$ cat src/hw/rtl/sdc_sqrt_cell.sv
// one bit step of the integer square root chain
`default_nettype none

module sdc_sqrt_cell #(
    parameter int VW    = 48,
    parameter int SHIFT = 0,
    parameter int PW    = 8
) (
    input  wire logic          aclk,
    input  wire logic          aresetn,
    input  wire logic          en,
    input  wire logic          in_vld,
    input  wire logic [VW-1:0] in_val,
    input  wire logic [VW-1:0] in_res,
    input  wire logic [PW-1:0] in_pay,
    output logic               out_vld,
    output logic      [VW-1:0] out_val,
    output logic      [VW-1:0] out_res,
    output logic      [PW-1:0] out_pay
);

    localparam logic [VW-1:0] BIT = {{(VW-1){1'b0}}, 1'b1} << SHIFT;

    logic [VW:0]   trial;
    logic          fits;
    logic [VW-1:0] val_next;
    logic [VW-1:0] res_next;

    // trial subtract of res + bit
    always_comb begin
        trial    = {1'b0, in_res} + {1'b0, BIT};
        fits     = {1'b0, in_val} >= trial;
        val_next = fits ? (in_val - trial[VW-1:0]) : in_val;
        res_next = fits ? ((in_res >> 1) + BIT) : (in_res >> 1);
    end

    always_ff @(posedge aclk) begin
        if (!aresetn) begin
            out_vld <= 1'b0;
        end else if (en) begin
            out_vld <= in_vld;
        end
    end

    always_ff @(posedge aclk) begin
        if (en) begin
            out_val <= val_next;
            out_res <= res_next;
            out_pay <= in_pay;
        end
    end

endmodule

`default_nettype wire

$ cat config.mk
export PLATFORM = sky130hd
export DESIGN_NAME = sdc_sqrt_cell
export DESIGN_NICKNAME = d
export VERILOG_FILES = /design/src/hw/rtl/sdc_sqrt_cell.sv
export SDC_FILE = /design/constraint.sdc
export NUM_CORES = 1
export LEC_CHECK = 0
export BUFFER_PORTS_ARGS = -buffer_cell sky130_fd_sc_hd__buf_4
export CORE_MARGIN = 4
export CORE_UTILIZATION = 50
export CTS_CLUSTER_DIAMETER = 80
export DETAILED_ROUTE_END_ITERATION = 10
export PLACE_DENSITY_LB_ADDON = 0.2
export SETUP_SLACK_MARGIN = 0.05
export SLEW_MARGIN = 20
export SYNTH_ARGS = -nofsm -noshare
export SYNTH_HDL_FRONTEND = slang
export SYNTH_SLANG_ARGS = --single-unit
$ cat constraint.sdc
create_clock -name aclk -period 5.1 [get_ports aclk]
set_input_delay 0.255 -clock aclk [delete_from_list [all_inputs] [get_ports aclk]]
set_output_delay 0.255 -clock aclk [all_outputs]
set_load 0.02 [all_outputs]
Word level (Yosys, flattened, before mapping). Index checks and enable logic that the tools add are counted.

Multipliers: 0. Order comparisons: 1. $add $sub $neg: 3. Divide/modulo/power cells: 0. Reductions and logical operators: 0. Equality and inequality tests: 0. Shift-type cells: 0. Mux-type cells: 2. Bitwise operators: 0.

Operators with widths (count): $add 48x1->49 const B (1); $ge 48x49->1 (1); $add 47x1->48 const B (1); $mux 48 (1); $sub 48x48->48 (1); $mux 47 (1).

Input port bits: 108. RAM bits: 0. Memories: 0. Bits in read-only memories: 0. Latch bits: 0. Register bits after elaboration: 105.

Depth between registers and ports, before layout.
Depth after elaboration: 3. Depth in mapped cells: 27. Depth with buffers taken out: 22.

Worst setup path after synthesis. Ideal clock, no wire load.

Path kind: input to register. Start point: in in_res[1]. End point: reg out_res[40] (data pin). Stages: 26. Path slack: 0.393 ns. Data arrival time: 4.436 ns. Setup time: 0.271 ns. Required time: 4.829 ns. Path through: ha_1 and3_1 and3_1 and3_1 buf_4 and4_4 and3_4 and3_1 buf_4 nand2_4 nor2_1 nand3_1 xor2_1 ha_1 clkbuf_1 nand4_1 nor3_1 nand3_1 nor3_1 nor2_1 a2bb2oi_1 o21a_1 buf_2 buf_4 nor4_1 xor2_1.

Cells in the longest elaborated chain, start to end: 3. Elaborated cells on any way between the ends: 4. Classes of those cells: 2 x add/sub; 1 x order compare; 1 x mux.

RTL lines: from (decl) (line 14) `input wire logic [VW-1:0] in_res,`; $add 48x1->49 (line 31) `trial = {1'b0, in_res} + {1'b0, BIT};`; $ge 48x49->1 (line 32) `fits = {1'b0, in_val} >= trial;`; $mux 47 (*) (line 34) `res_next = fits ? ((in_res >> 1) + BIT) : (in_res >> 1);`; net res_next[40] (line 27) `logic [VW-1:0] res_next;`; to (signal assigned) (line 48) `out_res <= res_next;`; to (decl) (line 18) `output logic [VW-1:0] out_res,`.

The timed path passes the listed nets; every way through them passes the cells marked *. A chain may end at the register's enable or synchronous reset.

Final worst setup path.
Start point: in in_res[1]. End point: reg out_res[12] (data pin).

Same word-level chain as after synthesis.

==> reports/metrics.yaml <==
setup_path:
  arrival_ns: 4.81
  critPathRequiredTime_ns: 5.21
  reg2reg_depth: 2
  worst_setup_path_end_kind: "flip-flop"
  worstSetupStartpointType: "input pin"
  crit_start: "in_res[1]"
  crit_type: "input pin to flip-flop"
  reg2reg_from: "out_vld"
  rrSetupSlack_ns: 4.51
  reg2reg_to: "out_vld"
  critPathMaxFanout: 13
finish:
  final_util_pct: 65.0
  drive_gt1_share_pct: 23.8
  layout.nets: 1267
  syn2layout_area_growth_pct: 26.5
  fill_cells: 1351
  final_common_cell: "buf_4"
  diodes: 0
  layout_common_cells: "buf_4 (235), nand2_1 (134), edfxtp_1 (104)"
flow_run:
  max-cap-violations: 0
timing:
  setup_viol: 0
  hold_viol: 0
  tightest_slew_ns: 0.754
  fin_crit_ns: 4.70
  slew_violations: 0
  max_freq_ghz: 0.213
  rsz0062_at_grt: "false"
  final.setup_skew_ns: 0
  relSlewSlack_pct: 49.8
  timing.setup.tns_ns: 0
  setup_ws_ns: 0.403
  finalCritPeriodShare_pct: 92.1
synth:
  synth_seq_cells: 105
  syn_nets: 1062
  ys.flop_type: "edfxtp_1"
  yosysTopAreaCell: "edfxtp_1"
  syn_area_um2: 8190
  postSynthAreaPerCell_um2: 9.07
  ys_seq_area_share_pct: 38.4
  ys.warnings.count: 0
  syn_inst: 903
  async_reset_ff_share_pct: 0
  synth.distinct_cells: 58
  synth_edf_count: 104
  synth_area_leaders: "edfxtp_1 (38%), ha_1 (7.6%), xnor2_1 (7.5%)"
  netlist.area_leader.share_pct: 38.1
floorplanning:
  io_pins: 213
  die_area_um2: 18500
  fp.coreArea_um2: 15900
  initial_core_util_pct: 51.4
  row_count: 46
  chipWidth_um: 136
  die_y_um: 136
detailed_routing:
  viasPerCell: 5.78
  drt-total-wl_um: 25700
  post_drt_wl_per_cell_um: 19.4
  drc: 0
  drtPass1Iterations: 8
  drt-initial-drc-count: 995
  ant_nets: 0
  via_count: 7684
placed_design:
  numPortBuffers: 212
  globalplace.congestion: 0.948
  preCtsSetupSlack_ns: 0.101
  dp_hpwl_um: 20200
grt:
  grt_pass1_vias: 7115
  antenna_found_initial: 0
  grt_max_degree: 64
  overflow: 0
  grt.total_usage_pct: 27.0
  grt_pass1_wl_um: 38700
cts:
  clkLatencyLatePin_ns: 0.36
  cts_sinks: 105
  cts_root_buffer: "clkbuf_16"
  h-tree-depth: 3
  cts_tree: "done"
  cts.repair.resized: 0
  cts_made_buffers: 9
  path_clk_slew_ns: 0.08
  cts_hold_buf: 0
  cts_setup_buffers: 0
  clockBufferDepth: 2
min_path:
  hold_class: "input pin to flip-flop"
  hp-start: "in_pay[3]"
  holdPathStages: 1
  hold_end: "out_pay[3]"
power:
  leakagePower_nw: 4.31
  peakVddDrop_v: 0.000173
  power_density_nw_per_um2: 269
run_status:
  outcome: "completed"
logic make-up (layout without fill, tap and decap cells):
kind of cell	Yosys count	count (layout)	synth area share, %
compound gates	204	204	15.0
fa+ha+maj	51	51	7.88
buf+inv	67	277	3.62
flops	105	105	38.4
mux	2	2	0.260
xor+xnor	136	136	14.5
simple gates	338	338	20.4
report_power, final:
part | internal [mW] | total, mW | switching [mW]
Combinational | 0.398 | 0.968 | 0.570
Sequential | 1.07 | 1.10 | 0.0288
Clock | 0.384 | 0.725 | 0.341
Total | 1.85 | 2.79 | 0.939
worst max path at each step:
stage	end	slack, ns	cells after the start
after detailed placement	out_res[12]	0.10	22
after global placement	out_res[10]	0.18	23
after floorplan	out_res[40]	0.39	26
final	out_res[12]	0.40	22
after global routing	out_res[12]	0.06	23
after CTS	out_res[12]	0.45	22
stage by stage:
step	instances	hold slack, ns	instance area [um^2]	power, mW
6_report	1329	0.0619	10400	2.79
2_1_floorplan	903	0.354	8190	1.68
3_5_place_dp	1313	0.435	10100	2.07
3_3_place_gp	1313	0.433	10100	2.06
5_1_grt	1329	0.0580	10400	2.91
4_1_cts	1329	0.0617	10400	2.79
layer usage:
metal  vias to the layer above  wire [um]  GRT usage [%]
met4                         0        482           6.72
li1                       3676          -              -
met1                      3503      11300           39.5
met3                        47       2660           4.52
met2                       458      11300           41.8
met5                         -          0              0
cells in the mapped netlist, drive strengths merged (3+ instances only):
cell    number
clkbuf      23
or3          3
nor2        49
and3b        3
a21boi       3
nor2b        6
inv         24
nor3        23
a31oi        6
xor2        66
ha          50
nor4         9
and3        19
nand2      135
buf         20
a21o        22
and4        10
o211ai       4
a221oi       3
edfxtp     104
and2         6
nand4       38
o21ai       75
o21bai      12
xnor2       70
o21a         6
a21oi       57
nand2b       7
nand3       26
area by class of cell:
type / count / area [um^2] / area share [%]
clock buffers: 10 / 229 / 2.21
well taps: 216 / 270 / 2.61
repair buffers: 237 / 1800 / 17.4
clock inverters: 6 / 65.1 / 0.628
inverters: 24 / 90.1 / 0.869
multi-input cells: 731 / 4770 / 46.0
flip-flops and latches: 105 / 3140 / 30.3
state kept, by name, indices dropped and copies added, names as in the netlist:
signal / count
out_vld: 1
out_pay: 8
out_val: 48
out_res: 48
worst max-delay path, stage by stage:
cell and delay (ns):
buf_4 0.15, ha_1 0.22, and3_1 0.21, and3_1 0.21, and3_1 0.21, and4_4 0.21
and3_4 0.20, and3_1 0.22, buf_4 0.17, and3_1 0.19, xnor2_1 0.14, ha_1 0.39
nand2_1 0.08, nor2_1 0.13, and4_1 0.22, a21oi_2 0.09, o21ai_2 0.22, a31oi_1 0.17
o21ai_2 0.54, buf_4 0.33, nand4_1 0.13, xnor2_1 0.14
Power figures use the tool's default switching activity.
