<file path="src/hw/rtl/sdc_div_cell.sv">
// one quotient bit of a restoring division chain
`default_nettype none

module sdc_div_cell #(
    parameter int DW = 28,
    parameter int NW = 16,
    parameter int QW = 16,
    parameter int PW = 8
) (
    input  wire logic          aclk,
    input  wire logic          aresetn,
    input  wire logic          en,
    input  wire logic [DW-1:0] divisor,
    input  wire logic          in_vld,
    input  wire logic [DW-1:0] in_rem,
    input  wire logic [NW-1:0] in_num,
    input  wire logic [QW-1:0] in_q,
    input  wire logic [PW-1:0] in_pay,
    output logic               out_vld,
    output logic      [DW-1:0] out_rem,
    output logic      [NW-1:0] out_num,
    output logic      [QW-1:0] out_q,
    output logic      [PW-1:0] out_pay
);

    logic [DW:0]   part;
    logic [DW:0]   diff;
    logic          fits;
    logic [DW-1:0] rem_next;

    // shift in the next numerator bit and try the divisor
    always_comb begin
        part     = {in_rem, in_num[NW-1]};
        diff     = part - {1'b0, divisor};
        fits     = part >= {1'b0, divisor};
        rem_next = fits ? diff[DW-1:0] : part[DW-1:0];
    end

    always_ff @(posedge aclk) begin
        if (!aresetn) begin
            out_vld <= 1'b0;
        end else if (en) begin
            out_vld <= in_vld;
        end
    end

    always_ff @(posedge aclk) begin
        if (en) begin
            out_rem <= rem_next;
            out_num <= in_num << 1;
            out_q   <= {in_q[QW-2:0], fits};
            out_pay <= in_pay;
        end
    end

endmodule

`default_nettype wire

</file>
<file path="config.mk">
export PLATFORM = sky130hd
export DESIGN_NAME = sdc_div_cell
export DESIGN_NICKNAME = d
export VERILOG_FILES = /design/src/hw/rtl/sdc_div_cell.sv
export SDC_FILE = /design/constraint.sdc
export NUM_CORES = 1
export LEC_CHECK = 0
export BUFFER_PORTS_ARGS = -buffer_cell sky130_fd_sc_hd__buf_2
export CORE_ASPECT_RATIO = 1.25
export CORE_MARGIN = 8
export CORE_UTILIZATION = 51
export CTS_BUF_LIST = sky130_fd_sc_hd__clkbuf_4
export CTS_CLUSTER_DIAMETER = 80
export DETAILED_ROUTE_END_ITERATION = 7
export PLACE_DENSITY = 0.89
export SYNTH_ARGS = -nofsm -noshare
export SYNTH_HDL_FRONTEND = slang
export SYNTH_SLANG_ARGS = --single-unit
</file>
<file path="constraint.sdc">
create_clock -name aclk -period 3.4 [get_ports aclk]
set_input_delay 0.34 -clock aclk [delete_from_list [all_inputs] [get_ports aclk]]
set_output_delay 0.34 -clock aclk [all_outputs]
set_load 0.02 [all_outputs]
</file>
# --- Word-level counts from Yosys, hierarchy flattened ---
# Index checks and enable logic that the tools add are counted.
word_totals:
  output_inout_bits: 69
  register_bits: 68
classes:
  muxes: 1
  n_addsub: 1
  magnitude_cmp: 1
op_table:
  columns: ["op", "n"]
  rows:
  - ["greater-or-equal comparator 29 x 28 -> 1 bit", 1]
  - ["two-way mux 28 bit", 1]
  - ["subtractor 28 bit", 1]

# --- Depth between registers and ports, before layout ---
depth:
  word_depth: 2
  depth_mapped: 13
  ltp_nobuf: 11

# --- Worst setup path before layout ---
# OpenSTA, ideal clock, no wires.
synth_timing:
  kind: "input port to flip-flop"
  startpoint: "input port divisor[11]"
  endpoint: "register out_rem[21], data pin"
  t_required_ps: 3140
  setup_time_ps: 260
  path_slack_ps: 758
  t_arrival_ps: 2381
  stages: 13
  cell_sequence: "inv_1 > ha_1 > buf_2 > nand2_1 > nor2_1 > nor2_1 > a31oi_2 > a31oi_2 > a21oi_2 > a41o_1 > buf_6 > buf_6 > mux2_4"
synth_via:
  elab_chain_len: 2
  word_cells_on_any_way: 3
  cone_classes: "add/sub (1); order compare (1); mux (1)"
synth_lines:
  columns: ["element", "line_no", "text"]
  rows:
  - ["start, declared", "13", "input wire logic [DW-1:0] divisor,"]
  - ["greater-or-equal comparator 29 x 28 -> 1 bit", "35", "fits = part >= {1'b0, divisor};"]
  - ["named net fits", "28", "logic fits;"]
  - ["two-way mux 28 bit", "36", "rem_next = fits ? diff[DW-1:0] : part[DW-1:0];"]
  - ["named net rem_next[21]", "29", "logic [DW-1:0] rem_next;"]
  - ["end signal, assigned", "49", "out_rem <= rem_next;"]
  - ["end, declared", "20", "output logic [DW-1:0] out_rem,"]
# The timed path passes the listed nets, and every way through them passes these cells.
# A chain may end at the register's enable or synchronous reset.

# --- Worst setup path in the final report ---
layout_timing:
  startpoint: "input port divisor[3]"
  endpoint: "register out_rem[18], data pin"
layout_via:
  elab_chain_len: 2
  word_cells_on_any_way: 3
  cone_classes: "add/sub (1); order compare (1); mux (1)"
layout_lines:
  columns: ["element", "line_no"]
  rows:
  - ["subtractor 28 bit or greater-or-equal comparator 29 x 28 -> 1 bit (tied branches)", "34, 35"]
  - ["two-way mux 28 bit *", "36"]
  - ["named net rem_next[18]", "29"]
# Mark *: on every way through the listed nets, which the timed path passes. The rest lies on a longest branch.

==> run summary <==
The flow ran to the end, and the final reports show no timing, DRC or antenna violations. The synthesized area divided by synthesized cell count is 11.3 um2, and the initial standard-cell utilization of the core is 0.518. TritonCTS built the clock tree. The run gives 3501 as the total number of vias. After synthesis, the cell types taking the most area are edfxtp_1, ha_1, mux2_2, a21oi_1, inv_1. The number of buffers inserted during clock tree synthesis was 9.

The fraction of post-synthesis cell area in the top cell type by area was 0.476. The routed length per placed instance is 17.2 um. The maximum cell stage delay along the critical path was 380 ps; the fraction of registers with async set/reset was 0. Among all stages on the critical path, the largest delay is contributed by mux2_2. The first global-routing pass estimated 17500 um of wire. Detailed placement HPWL: 8910 um. The total of endpoints with negative setup slack in the final report is 0. The end of the worst register-to-register path is out_vld$_SDFFE_PN0P_. The post-synth design cell area was 4220 um2; the post-route minimum period was 2720 ps. The end of the worst hold path was out_pay[4]$_DFFE_PP_. The tools report the number of global-route vias before repair as 3573.

In this design, the largest share of critical-path delay is due to compound AO/OA/AOI/OAI gates. The number of flip-flops and latches in the synthesized netlist is 68. For the worst-skew pair, the clock arrives at the later sink with an insertion delay of 410 ps. Type of the worst setup path: in -> reg.

Total internal power: 1.58 mW. In this run the post-CTS setup repair buffer count came out at 0. Summed over all cells, the static leakage comes to 2.46 nW.

CTS built an H-tree with a depth of 3. STA puts the critical path data required time at 3560 ps. The layout cell share with drive strength beyond 1 is 0.412. After clock tree synthesis, the clock-pin slew on the worst setup and hold paths is 120 ps. Gates resized during post-CTS repair numbered 0. Most frequently used flop master after synthesis: edfxtp_1. The slew of the pin with the lowest slew margin works out to 855 ps. Area occupied by registers: 2030 um2.

For the number of antenna violations at the first check in global routing, the log shows 1. During synthesis, Yosys emitted a total of 0 warnings. Walking the worst path, the cells encountered are buf_2 > inv_1 > ha_1 > o211ai_1 > a21oi_1 > o21ai_1 > a31oi_2 > a31oi_2 > a21oi_2 > a41o_1 > buf_4 > mux2_2.

The number of instances on the worst hold path was 1; the switching part of the total was 0.325. Post-detailed-route via-to-cell ratio: 5.49. The combinational share of power was 0.318; the final worst-path cycle share was 0.799. Entering global routing, the biggest net connects 69 pins. The logs give 0 for the hold violation count in the final report and 55 for the number of distinct library cells after synthesis.

The tools report the number of standard cells after synthesis as 373. The number of hold buffers added after cts was 0; the residual DRC count was 0. The die covers 11500 um2.

No sink is reached through more buffers than the 2 on the longest clock path. Across all register-to-register paths, the minimum setup slack is 2800 ps. The area of the core is 8150 um2, and the final design utilization is 0.644. The final estimated routing congestion in global placement is 0.853. Yosys instantiated no cell more often than edfxtp_1. Setup repair after global routing left no endpoint under its margin. The repair_antennas step left the layout with diodes totalling 0. The path class of the tightest hold or removal check is in -> reg. The post-synth net total was 502. Total number of placement rows: 37. Data arrives at the worst endpoint at 2880 ps.

The dominant cell type by count on the critical path was a31oi_2. Along the worst path, the maximum fanout reaches 18. Buffer and inverter count on the worst path: 3. Endpoint kind of the worst setup timing path: a register. The overall fraction of global-route tracks in use was 0.189. The number of max-slew violations in the final report was 0.

The tools report the launch point of the worst reg-to-reg path as out_vld$_SDFFE_PN0P_. The minimum setup slack after placement was 229 ps. The worst register-to-register path has a depth of 2.

Start point of the worst min-delay path: in_pay[4]. The tools report the clock network fraction of total power as 0.229. The number of enable flip-flop cells after synthesis was 67.

The initial detailed-routing violation count was 155; the total negative slack was 0 ps. Power density over cell area: 445 nW/um2. The headroom to the max-slew limit came out at 0.430.

Max-cap violations in this run came to 0. The height of the die is 118 um, and the I/O pin count is 169. The tree is rooted in a clkbuf_4.

The logs give 1950 um2 for the area taken by multi-input logic gates and 660 for the fill cell instance count of the final layout. Clock tree synthesis found a total of 68 sinks. The first TritonRoute pass finished after 4 iterations.

From left edge to right edge, the die measures 97.4 um. The number of nets with antenna violations after routing was 0; the worst voltage drop across the vdd grid was 0.000384 V. Compared with the post-synthesis result, the final layout area differs by 24.2%. The run gives 0.454 as the relative contribution of sequential cells to total power. The commonest cells after synthesis are edfxtp_1, inv_1, a21oi_1, ha_1, mux2_2.

During placement, the flow inserted port buffers numbering 166. For the sequential area share after synthesis, the log shows 0.481. Global routing finished with a remaining overflow of 0.

Wires add up to 11000 um. The logs give 0.758 mW for the net load switching power and 368 MHz for the highest achievable clock rate. The tools report the final critical-path setup slack as 682 ps. STA classifies the critical path startpoint as an input port.

The final net count is 665, and the final setup skew is 0 ps. Summed over all instances, the cell type with the most area after synthesis is edfxtp_1.
==> stage by stage <==
stage | instances | power, mW | hold WS (ps) | cell area [um2]
after global placement | 622 | 1.80 | 490 | 5100
after detailed placement | 622 | 1.82 | 518 | 5100
final | 638 | 2.33 | 94.5 | 5250
after global routing | 638 | 2.46 | 38.9 | 5250
after floorplan | 373 | 1.58 | 439 | 4220
after CTS | 638 | 2.35 | 72.4 | 5250
==> logic make-up after synthesis <==
group,synth area share
muxes,0.0827
DFF,0.481
xor gates and xnor gates,0.0456
buffers and inverters,0.0563
and+or+nand+nor,0.0930
AOI/OAI and AO/OA,0.153
other,0.000888
adders and majority gates,0.0877
==> area by class of cell <==
cell class,count,share of cell area
clock inverters,7,0.0143
clock buffers,9,0.0129
well taps,97,0.0231
inverters,38,0.0272
multi-input cells,250,0.372
repair buffers,169,0.163
flip-flops and latches,68,0.387
==> power by group through the flow <==
stage	clock, mW	combinational [mW]	sequential, mW
2_1_floorplan	0	0.377	1.21
3_5_place_dp	0	0.741	1.08
6_report	0.533	0.742	1.06
4_1_cts	0.547	0.744	1.06
5_1_grt	0.590	0.806	1.07
3_3_place_gp	0	0.722	1.07
==> metal layers <==
layer,vias up,track usage,share of wire
met5,-,0,0.00073
met4,2,0.0598,0.019
met3,19,0.0781,0.092
met2,178,0.330,0.51
met1,1604,0.202,0.38
li1,1698,-,-
==> layout by cell type (no fill, tap or decap), types with 3 or more instances in the layout <==
cell / n
clkbuf_4: 9
o211ai_1: 5
a21oi_1: 30
clkinvlp_4: 3
nand2_1: 18
nand2b_1: 3
nand4_1: 7
and3_1: 5
ha_1: 28
inv_1: 38
nor2_1: 18
nand3_1: 6
nor3_1: 7
buf_2: 166
o21bai_1: 5
mux2_4: 5
a21o_1: 12
mux2i_1: 6
edfxtp_1: 67
mux2_2: 19
o21ai_0: 12
xnor2_1: 13
buf_4: 3
a31oi_1: 3
xor2_1: 9
==> worst max-delay path by stage <==
stage,start,endpoint,slack [ps],cells after the start
6_report,divisor[3],out_rem[18]$_DFFE_PP_,680,12
4_1_cts,divisor[3],out_rem[18]$_DFFE_PP_,670,12
5_1_grt,divisor[4],out_rem[18]$_DFFE_PP_,540,12
3_3_place_gp,divisor[3],out_rem[15]$_DFFE_PP_,290,12
2_1_floorplan,divisor[11],out_rem[21]$_DFFE_PP_,760,13
3_5_place_dp,divisor[3],out_rem[2]$_DFFE_PP_,230,12
==> flip-flops by register name (all words and copies together), names as in the netlist <==
register,count
out_pay,8
out_q,16
out_rem,28
out_num,15
out_vld,1
Power figures use the tool's default switching activity.
