==> src/hw/rtl/sdc_ram.sv <==
// generic single write, single read ram with registered read
`default_nettype none

module sdc_ram #(
    parameter int WIDTH = 8,
    parameter int DEPTH = 16
) (
    input  wire logic                     aclk,
    input  wire logic                     wr_en,
    input  wire logic [$clog2(DEPTH)-1:0] wr_addr,
    input  wire logic [WIDTH-1:0]         wr_data,
    input  wire logic                     rd_en,
    input  wire logic [$clog2(DEPTH)-1:0] rd_addr,
    output logic      [WIDTH-1:0]         rd_data
);

    logic [WIDTH-1:0] mem [DEPTH];

    // write port
    always_ff @(posedge aclk) begin
        if (wr_en) begin
            mem[wr_addr] <= wr_data;
        end
    end

    // registered read port
    always_ff @(posedge aclk) begin
        if (rd_en) begin
            rd_data <= mem[rd_addr];
        end
    end

endmodule

`default_nettype wire

==> config.mk <==
export PLATFORM = sky130hd
export DESIGN_NAME = sdc_ram
export DESIGN_NICKNAME = d
export VERILOG_FILES = /design/src/hw/rtl/sdc_ram.sv
export SDC_FILE = /design/constraint.sdc
export NUM_CORES = 1
export LEC_CHECK = 0
export BUFFER_PORTS_ARGS = -buffer_cell sky130_fd_sc_hd__buf_4
export CAP_MARGIN = 40
export CORE_ASPECT_RATIO = 1.4
export CORE_MARGIN = 4
export CORE_UTILIZATION = 55
export DETAILED_ROUTE_END_ITERATION = 12
export HOLD_SLACK_MARGIN = 0.02
export PLACE_DENSITY = 0.77
export SETUP_SLACK_MARGIN = 0.4
export SYNTH_ARGS = -nofsm -noshare
export SYNTH_HDL_FRONTEND = slang
export SYNTH_SLANG_ARGS = --single-unit
==> constraint.sdc <==
create_clock -name aclk -period 2.1 [get_ports aclk]
set_clock_uncertainty 0.1 [all_clocks]
set_input_delay 0.105 -clock aclk [delete_from_list [all_inputs] [get_ports aclk]]
set_output_delay 0.105 -clock aclk [all_outputs]
set_load 0.01 [all_outputs]
# [Word-level counts from Yosys, hierarchy flattened]
# Memories as Yosys holds them, arrays and structs flattened. A register that Yosys moved wholly into a read port is not among the register bits.
# Index checks and enable logic that the tools add are counted.
[classes] n_addsub=0 multipliers=0 n_div=0 magnitude_cmp=0 n_eq_ne=0 shifts=0 n_mux=2 bitwise=0 n_reduce_logical=0
[ops] operator="1-bit 2-to-1 mux" n=2
[word_totals] reg_bits=0 latchBits=0 ramBits=128 romBits=0 in_bits=19 output_inout_bits=8 word_cells=3 memories=1
[mem_list] name="mem" depth=16 width=8 rd=1 rd_clocked_by_memory_dff=1 wr=1 line_no="17" rtl="logic [WIDTH-1:0] mem [DEPTH];"

# [Depth between registers and ports, before layout]
# Gate-level depths: netlist of the first run.
[logic_depth] word_depth=2 mapped_depth=5 mapped_depth_nobuf=3

# [Least setup slack after synthesis of the first run]
# OpenSTA, ideal clock, no wires.
[synth_path] kind="input to register" from="input wr_addr[2]" to="memory mem[0][0] (enable)" setup_ps=383 t_arrival_ps=1215 t_required_ps=1617 slack_ps=402 stages=2 n_path_buf=0 cell_sequence="or3b_2 -> nor3_1"
[synth_lines] element="start: declaration" line_no="10" rtl="input wire logic [$clog2(DEPTH)-1:0] wr_addr,"
[synth_lines] element="end: declaration" line_no="17"
# Straight into the memory's write port.

==> flow_summary_export.csv, run 1 <==
group,metric,value,unit
power,p_clk_frac,0.465,
finish,nets,315,
sta,worst_pin_slew,0.456,ns
critical_path,reg2reg_setup_slack,0.54,ns
critical_path,r2r-start,"mem[10][1]",
finish,drive_above_1_share,0.298,
placement,hpwl,6.36,mm
drt,vias,2613,
grt,grt_max_degree,33,
placement,post-place-ws,0.300,ns
job,cap_violations,0,
power,max-vdd-ir-drop,0.770,mV
synthesis,synthTopCellsByArea,"edfxtp_1 78%, mux4_2 7.8%, mux4_1 7.0%",
finish,instances_no_fill,416,
critical_path,cp_max_fo,1,
synthesis,ys_warn_count,0,
die,rows,41,
synthesis,ys_ff_latch,136,
sta,fin_crit_sh,0.741,
worst_hold_path,hold_start,"wr_addr[0]",
outcome,status,"completed",
die,die-area,11200,sq um
grt,grt_antenna_before_repair,0,
placement,gp_congestion,0.774,
power,fin_total_pwr,6.35,mW
sta,hold_violations,0,
critical_path,worstPathArrival,1.61,ns
sta,fmax,643,MHz
power,power_leakage,2.19,nW
grt,grt-ovfl-total,0,
sta,fin_ws,0.544,ns
sta,final-setup-viol-count,0,
die,core_area,9130,sq um
power,seqPwrFrac,0.485,
critical_path,critPathKind,"flip-flop to flip-flop",
power,p_int,5.17,mW
clock_tree,postCtsSetupBuffers,0,
worst_hold_path,min_path_cells,3,
critical_path,critPathLaunchType,"flip-flop",
clock_tree,cts_hold_buf,9,
drt,wl_per_cell,25.2,microns
drt,dr.pass1.iters,5,
power,switching_share,0.186,
power,powerDensity,999,nW/um^2
critical_path,critical_path_required,2.15,ns
die,io_pins,27,
critical_path,r2r_end,"rd_data[1]",
synthesis,synth_top_cell_area_share,0.781,
placement,dp_cells,375,
worst_hold_path,hold_path.class,"input port to flip-flop",
grt,grt_pass1_vias,2800,
sta,drv_slew,0,
clock_tree,cts_resized,0,
finish,final_common_cell,"edfxtp_1",
placement,place.port_buffers,26,
power,p_comb_frac,0.050,
synthesis,seq_area_frac_synth,0.781,
clock_tree,cts_buffers,17,
clock_tree,clock-sinks,136,
grt,grt_pass1_wl,16.3,mm
synthesis,syn_avg_cell_area,22.8,sq um
clock_tree,clock-root-buffer,"clkbuf_16",
sta,finalCriticalPeriod,1.56,ns
synthesis,syn_area,5230,sq um
finish,syn_to_final_growth,21.5,%
power,power_switching,1.18,mW
finish,diodes,0,
critical_path,rr_worst_depth,3,
sta,max-slew-margin-rel,0.696,
sta,tns,0,ns
finish,mostFrequentLayoutCells,"136 x edfxtp_1, 47 x buf_4, 18 x mux4_2, 17 x clkbuf_16, 16 x a22oi_1",
die,die_y,123,microns
sta,rsz0062_at_grt,"no",
clock_tree,clkTransAtPathRegs,0.05,ns
worst_hold_path,holdPathEnd,"mem[4][2]",
drt,via_per_inst,6.28,
drt,drcViolationCount,0,
grt,track_usage,0.209,
drt,wl,10.5,mm
clock_tree,insertion_delay,0.41,ns
clock_tree,clockBufferDepth,2,
drt,drtIter0Drc,299,
drt,ant_nets,0,
critical_path,end_kind,"flip-flop",
synthesis,synthesis.nets,248,
die,initial_core_util,0.572,
synthesis,syn_inst,229,
clock_tree,cts_tree,"done",
clock_tree,cts_max_level,4,
synthesis,yosysUniqueCellTypes,18,
synthesis,yosysTopAreaCell,"edfxtp_1",
die,die_x,90.4,microns
-- cell usage after synthesis, drive strengths merged --
master and n:
nand3b 2, nor3 4, and2 1, nand2b 2
nor2 13, clkdlybuf4s25 3, and2b 1, mux4 32
or3b 1, a22oi 16, edfxtp 136, buf 7
nand2 9, nand3 1, nor2b 1
-- cell families (layout without fill, tap and decap cells) --
kind of cell	Yosys count	after routing	share of synthesized area
AO/OA/AOI/OAI	16	16	0.0230
buffers and inverters	10	90	0.0165
AND/OR/NAND/NOR	35	35	0.0314
flip-flops	136	136	0.781
multiplexers	32	32	0.148
-- worst max-delay path by stage --
| stage | from | to | slack [ns] | depth (start not counted) |
|---|---|---|---|---|
| after floorplan | wr_addr[2] | mem[0][0] | 0.40 | 2 |
| after global placement | rd_addr[0] | rd_data[7] | 0.34 | 5 |
| after detailed placement | rd_addr[0] | rd_data[1] | 0.30 | 5 |
| after CTS | mem[10][1] | rd_data[1] | 0.54 | 3 |
| after global routing | mem[10][1] | rd_data[1] | 0.49 | 3 |
| final | mem[10][1] | rd_data[1] | 0.54 | 3 |
-- layout make-up --
| type | instances | area (sq um) |
|---|---|---|
| flip-flops and latches | 136 | 4080 |
| fillers | 546 | 2780 |
| multi-input cells | 83 | 1060 |
| repair buffers | 58 | 483 |
| clock buffers | 20 | 437 |
| clock inverters | 12 | 156 |
| well taps | 107 | 134 |
-- state kept, by name (all words and copies together) (netlist names) --
signal   count
mem        128
rd_data      8
-- worst max-delay path, stage by stage, from the launching register on --
cell,delay (ns)
edfxtp_1,0.36
mux4_1,0.52
a22oi_1,0.24
nand2_1,0.08
-- power by group through the flow --
| stage | Sequential [mW] | Combinational, mW | Clock, mW |
|---|---|---|---|
| 2_1_floorplan | 3.13 | 0.154 | 0 |
| 3_3_place_gp | 3.13 | 0.297 | 0 |
| 3_5_place_dp | 3.13 | 0.305 | 0 |
| 4_1_cts | 3.08 | 0.322 | 2.98 |
| 5_1_grt | 3.08 | 0.344 | 3.12 |
| 6_report | 3.08 | 0.319 | 2.95 |
-- per-stage QoR --
stage / utilization / area [sq um] / hold slack (ns)
after CTS: 0.696 / 6350 / 0.0955
after global placement: 0.621 / 5670 / 0.301
final: 0.696 / 6350 / 0.107
after detailed placement: 0.621 / 5670 / 0.320
after floorplan: - / 5230 / 0.104
after global routing: 0.696 / 6350 / 0.116
-- routing by layer --
metal  global-route usage  wire, microns  up-vias
li1                     -              -     1119
met3               0.0718           1000       20
met1                0.260           3930     1314
met4                0.108            295        0
met5                    0              0        -
met2                0.329           5240      160
(Power assumes the default switching activity.)
==> run 2, diff against run 1 <==
Settings changed: CORE_UTILIZATION 55 to 54, PLACE_DENSITY 0.77 to 0.78.
Clock period 2.1 ns to 1.32 ns, I/O delays scaled along.
==> flow_summary_export.csv, run 2 (synthesis results as in run 1) <==
group,metric,value,unit
drt,drcViolationCount,0,
sta,finalCriticalPeriod,1.54,ns
sta,final-setup-viol-count,8,
outcome,failed_checks,"negative setup slack",
critical_path,critPathKind,"flip-flop to flip-flop",
finish,final_common_cell,"edfxtp_1",
critical_path,rr_worst_depth,3,
power,max-vdd-ir-drop,1.24,mV
grt,grt_max_degree,17,
placement,place.port_buffers,26,
critical_path,end_kind,"flip-flop",
finish,drive_above_1_share,0.454,
clock_tree,clock-root-buffer,"clkbuf_16",
finish,nets,319,
die,die_x,91.2,microns
die,die_y,124,microns
clock_tree,clock-sinks,136,
clock_tree,insertion_delay,0.41,ns
finish,syn_to_final_growth,29.9,%
outcome,status,"finished, violations left",
grt,grt_pass1_wl,16.6,mm
clock_tree,clkTransAtPathRegs,0.06,ns
finish,top_register,"mem",
finish,diodes,0,
grt,grt_antenna_before_repair,0,
sta,drv_slew,0,
sta,hold_violations,0,
clock_tree,cts_buffers,17,
worst_hold_path,min_path_cells,3,
sta,fmax,648,MHz
finish,mostFrequentLayoutCells,"136 x edfxtp_1, 32 x mux4_2, 24 x buf_4, 17 x clkbuf_16, 16 x buf_12",
clock_tree,clockBufferDepth,2,
critical_path,critical_path_required,1.38,ns
placement,gp_congestion,0.741,
drt,vias,2553,
placement,dp_cells,376,
drt,wl,10.8,mm
sta,fin_ws,-0.223,ns
sta,max-slew-margin-rel,0.470,
drt,dr.pass1.iters,4,
finish,largest_reg_flops,128,
die,io_pins,27,
grt,grt_pass1_vias,2735,
die,initial_core_util,0.553,
critical_path,worstPathArrival,1.60,ns
sta,worst_pin_slew,0.794,ns
critical_path,cp_slowest_stage_delay,0.51,ns
power,fin_total_pwr,10.5,mW
critical_path,cp_cell_sequence,"mux4_2, a22oi_2, nand2_1",
finish,final_util,0.718,
clock_tree,cts_max_level,4,
sta,rsz0062_at_grt,"yes",
power,powerDensity,1550,nW/um^2
finish,instances_no_fill,423,
die,rows,42,
drt,via_per_inst,6.04,
critical_path,critPathLaunchType,"flip-flop",
die,core_area,9460,sq um
clock_tree,cts_tree,"done",
job,cap_violations,0,
drt,wl_per_cell,25.4,microns
power,power_leakage,2.25,nW
drt,drtIter0Drc,238,
drt,ant_nets,0,
die,die-area,11300,sq um
grt,track_usage,0.206,
worst_hold_path,hold_path.class,"input port to flip-flop",
finish,reg_top3,"mem x128, rd_data x8",
grt,grt-ovfl-total,0,
critical_path,cp_max_fo,1,
sta,fin_crit_sh,1.17,
placement,hpwl,6.82,mm
critical_path,cpMaxStageDelayCell,"mux4_2",
-- run 2: cell type report --
type / instances / area (sq um)
clock inverter: 13 / 193
fill: 531 / 2670
clock buffer: 19 / 433
timing repair buffer: 62 / 737
multi-input combinational: 83 / 1200
sequential: 136 / 4080
tap: 110 / 138
-- run 2: worst max-delay path: cells and delay by family (launching register included) --
kind             cells  cell delay [ns]
flip-flops           1             0.39
AO/OA/AOI/OAI        1             0.21
AND/OR/NAND/NOR      1             0.07
multiplexers         1             0.51
-- run 2: timing repair --
item	CTS	global route
hold buffers	9	0
buffers inserted	6	0
gates resized for setup	17	3
pin swaps	7	3
setup endpoints to repair	72	56
endpoints found under the hold margin	136	0
cloned	0	0
-- run 2: per-layer routing --
metal | vias to the layer above | global-route usage | routed length, microns
met5 | - | 0 | 0
met4 | 0 | 0.0861 | 163
met3 | 12 | 0.0514 | 614
met2 | 95 | 0.337 | 5850
met1 | 1330 | 0.266 | 4130
li1 | 1116 | - | -
-- run 2: power breakdown --
| group | internal (mW) | leakage, nW | switching [mW] |
|---|---|---|---|
| clock network | 3.19 | 0.299 | 1.79 |
| registers | 4.87 | 1.24 | 0.0337 |
| logic | 0.321 | 0.718 | 0.322 |
| total | 8.37 | 2.25 | 2.15 |
-- run 2: through the flow --
stage | setup WS, ns | hold WS, ns | instance area, sq um | TNS [ns]
after floorplan | -0.0485 | 0.0649 | 5370 | -0.384
after global placement | -0.290 | 0.272 | 5890 | -7.02
after detailed placement | -0.296 | 0.283 | 5890 | -8.73
after CTS | -0.219 | 0.0348 | 6770 | -1.51
after global routing | -0.246 | 0.0453 | 6790 | -1.84
final | -0.223 | 0.0510 | 6790 | -1.54
-- run 2: worst paths after layout --
kind                    from         end  slack [ns]
setup / recovery   mem[2][0]  rd_data[0]       -0.22
hold / removal    wr_addr[1]   mem[0][3]        0.05
setup reg to reg   mem[2][0]  rd_data[0]       -0.22
hold reg to reg   mem[14][1]  rd_data[1]        0.64
==> run 3, diff against run 2 <==
Settings changed: CELL_PAD_IN_SITES_DETAIL_PLACEMENT set to 0, CELL_PAD_IN_SITES_GLOBAL_PLACEMENT set to 2, CORE_UTILIZATION 54 to 43, GPL_ROUTABILITY_DRIVEN set to 0.
==> flow_summary_export.csv, run 3 (synthesis results as in run 1) <==
group,metric,value,unit
sta,rsz0062_at_grt,"yes",
sta,final-setup-viol-count,8,
power,max-vdd-ir-drop,0.621,mV
finish,top_register,"mem",
finish,reg_top3,"mem x128, rd_data x8",
finish,filler_cell_count,884,
critical_path,worstPathArrival,1.63,ns
drt,dr.pass1.iters,4,
die,io_pins,27,
finish,diodes,0,
grt,grt_pass1_wl,15.6,mm
clock_tree,clock-root-buffer,"clkbuf_16",
job,cap_violations,0,
clock_tree,insertion_delay,0.41,ns
die,die_x,101,microns
critical_path,cp_cell_sequence,"mux4_2, a22oi_1, buf_4, nand2_1",
worst_hold_path,hold_path.class,"input port to flip-flop",
outcome,status,"finished, violations left",
finish,final_common_cell,"edfxtp_1",
clock_tree,clock-sinks,136,
placement,post-place-ws,-0.381,ns
clock_tree,cts_buffers,17,
critical_path,cp_max_fo,1,
critical_path,critPathLaunchType,"flip-flop",
die,rows,47,
critical_path,critPathKind,"flip-flop to flip-flop",
finish,stdcell_area,6790,sq um
finish,nets,323,
critical_path,path_depth,4,
drt,wl_per_cell,21.6,microns
drt,ant_nets,0,
sta,drv_slew,0,
grt,grt_pass1_vias,2716,
critical_path,rr_worst_depth,4,
drt,wl,10.0,mm
grt,track_usage,0.157,
drt,vias,2494,
finish,mostFrequentLayoutCells,"136 x edfxtp_1, 32 x mux4_2, 29 x buf_4, 17 x clkbuf_16",
sta,finalCriticalPeriod,1.57,ns
critical_path,cp_num_buf_inv,1,
power,fin_total_pwr,10.2,mW
placement,place.port_buffers,26,
finish,syn_to_final_growth,29.8,%
finish,largest_reg_flops,128,
critical_path,cpMaxStageDelayCell,"mux4_2",
sta,max-slew-margin-rel,0.462,
grt,grt_antenna_before_repair,0,
critical_path,critical_path_required,1.38,ns
placement,dp_cells,420,
sta,fmax,638,MHz
die,die-area,14000,sq um
clock_tree,clkTransAtPathRegs,0.06,ns
sta,fin_hold_ws,0.0838,ns
outcome,failed_checks,"negative setup slack",
drt,via_per_inst,5.39,
clock_tree,clockBufferDepth,2,
placement,place_area,5990,sq um
placement,hpwl,6.70,mm
critical_path,crit_family,"multiplexers",
sta,fin_crit_sh,1.19,
power,powerDensity,1500,nW/um^2
sta,tns,-1.54,ns
finish,final_util,0.571,
worst_hold_path,min_path_cells,3,
grt,grt_max_degree,17,
finish,instances_no_fill,463,
clock_tree,cts_tree,"done",
die,initial_core_util,0.440,
critical_path,end_kind,"flip-flop",
grt,grt-ovfl-total,0,
finish,drive_above_1_share,0.453,
sta,hold_violations,0,
die,die_y,138,microns
sta,fin_ws,-0.249,ns
drt,drcViolationCount,0,
power,power_leakage,2.25,nW
clock_tree,cts_max_level,4,
drt,drtIter0Drc,144,
critical_path,cp_slowest_stage_delay,0.47,ns
sta,worst_pin_slew,0.806,ns
die,core_area,11900,sq um
run 3: cell types whose count changed in the layout (fill, tap and decap cells not counted), sizes merged:
| cell | delta |
|---|---|
| clkinv | +5 |
| clkinvlp | +1 |
| clkbuf | -2 |
| buf | +4 |
| bufinv | -1 |
| inv | -4 |
run 3: repair_timing:
action                     4_1_cts  5_1_grt
hold endpoints to repair       136        0
hold buffers                     9        0
pin swaps                        4        1
resized for setup               13        5
setup endpoints to repair       61       58
setup buffers                    2        1
run 3: final cells by class:
cell class | instances | area (sq um) | share of cell area
Clock buffer | 17 | 425 | 0.0627
Timing Repair Buffer | 66 | 746 | 0.110
Tap cell | 147 | 184 | 0.0271
Sequential cell | 136 | 4080 | 0.602
Multi-Input combinational cell | 83 | 1190 | 0.175
Clock inverter | 14 | 159 | 0.0234
run 3: report_power, final:
group | internal [mW] | leakage, nW | switching (mW)
sequential | 4.87 | 1.24 | 0.0311
clock | 2.93 | 0.282 | 1.70
combinational | 0.328 | 0.730 | 0.312
run 3: metal layers:
metal,vias up,GRT usage,share of wire
met2,57,0.276,0.58
met3,13,0.0494,0.034
met1,1304,0.179,0.37
met4,0,0.0525,0.015
li1,1120,-,-
met5,-,0,0
run 3: worst register-to-register path, stage by stage (launching register included):
cell,delay [ns]
edfxtp_1,0.36
mux4_2,0.47
a22oi_1,0.20
buf_4,0.15
nand2_1,0.04
run 3: worst paths after layout:
| check | startpoint | to | slack (ns) |
|---|---|---|---|
| max | mem[11][3] | rd_data[3] | -0.25 |
| max reg2reg | mem[11][3] | rd_data[3] | -0.25 |
| min reg2reg | mem[6][6] | rd_data[6] | 0.66 |
| min | wr_addr[2] | mem[2][6] | 0.08 |
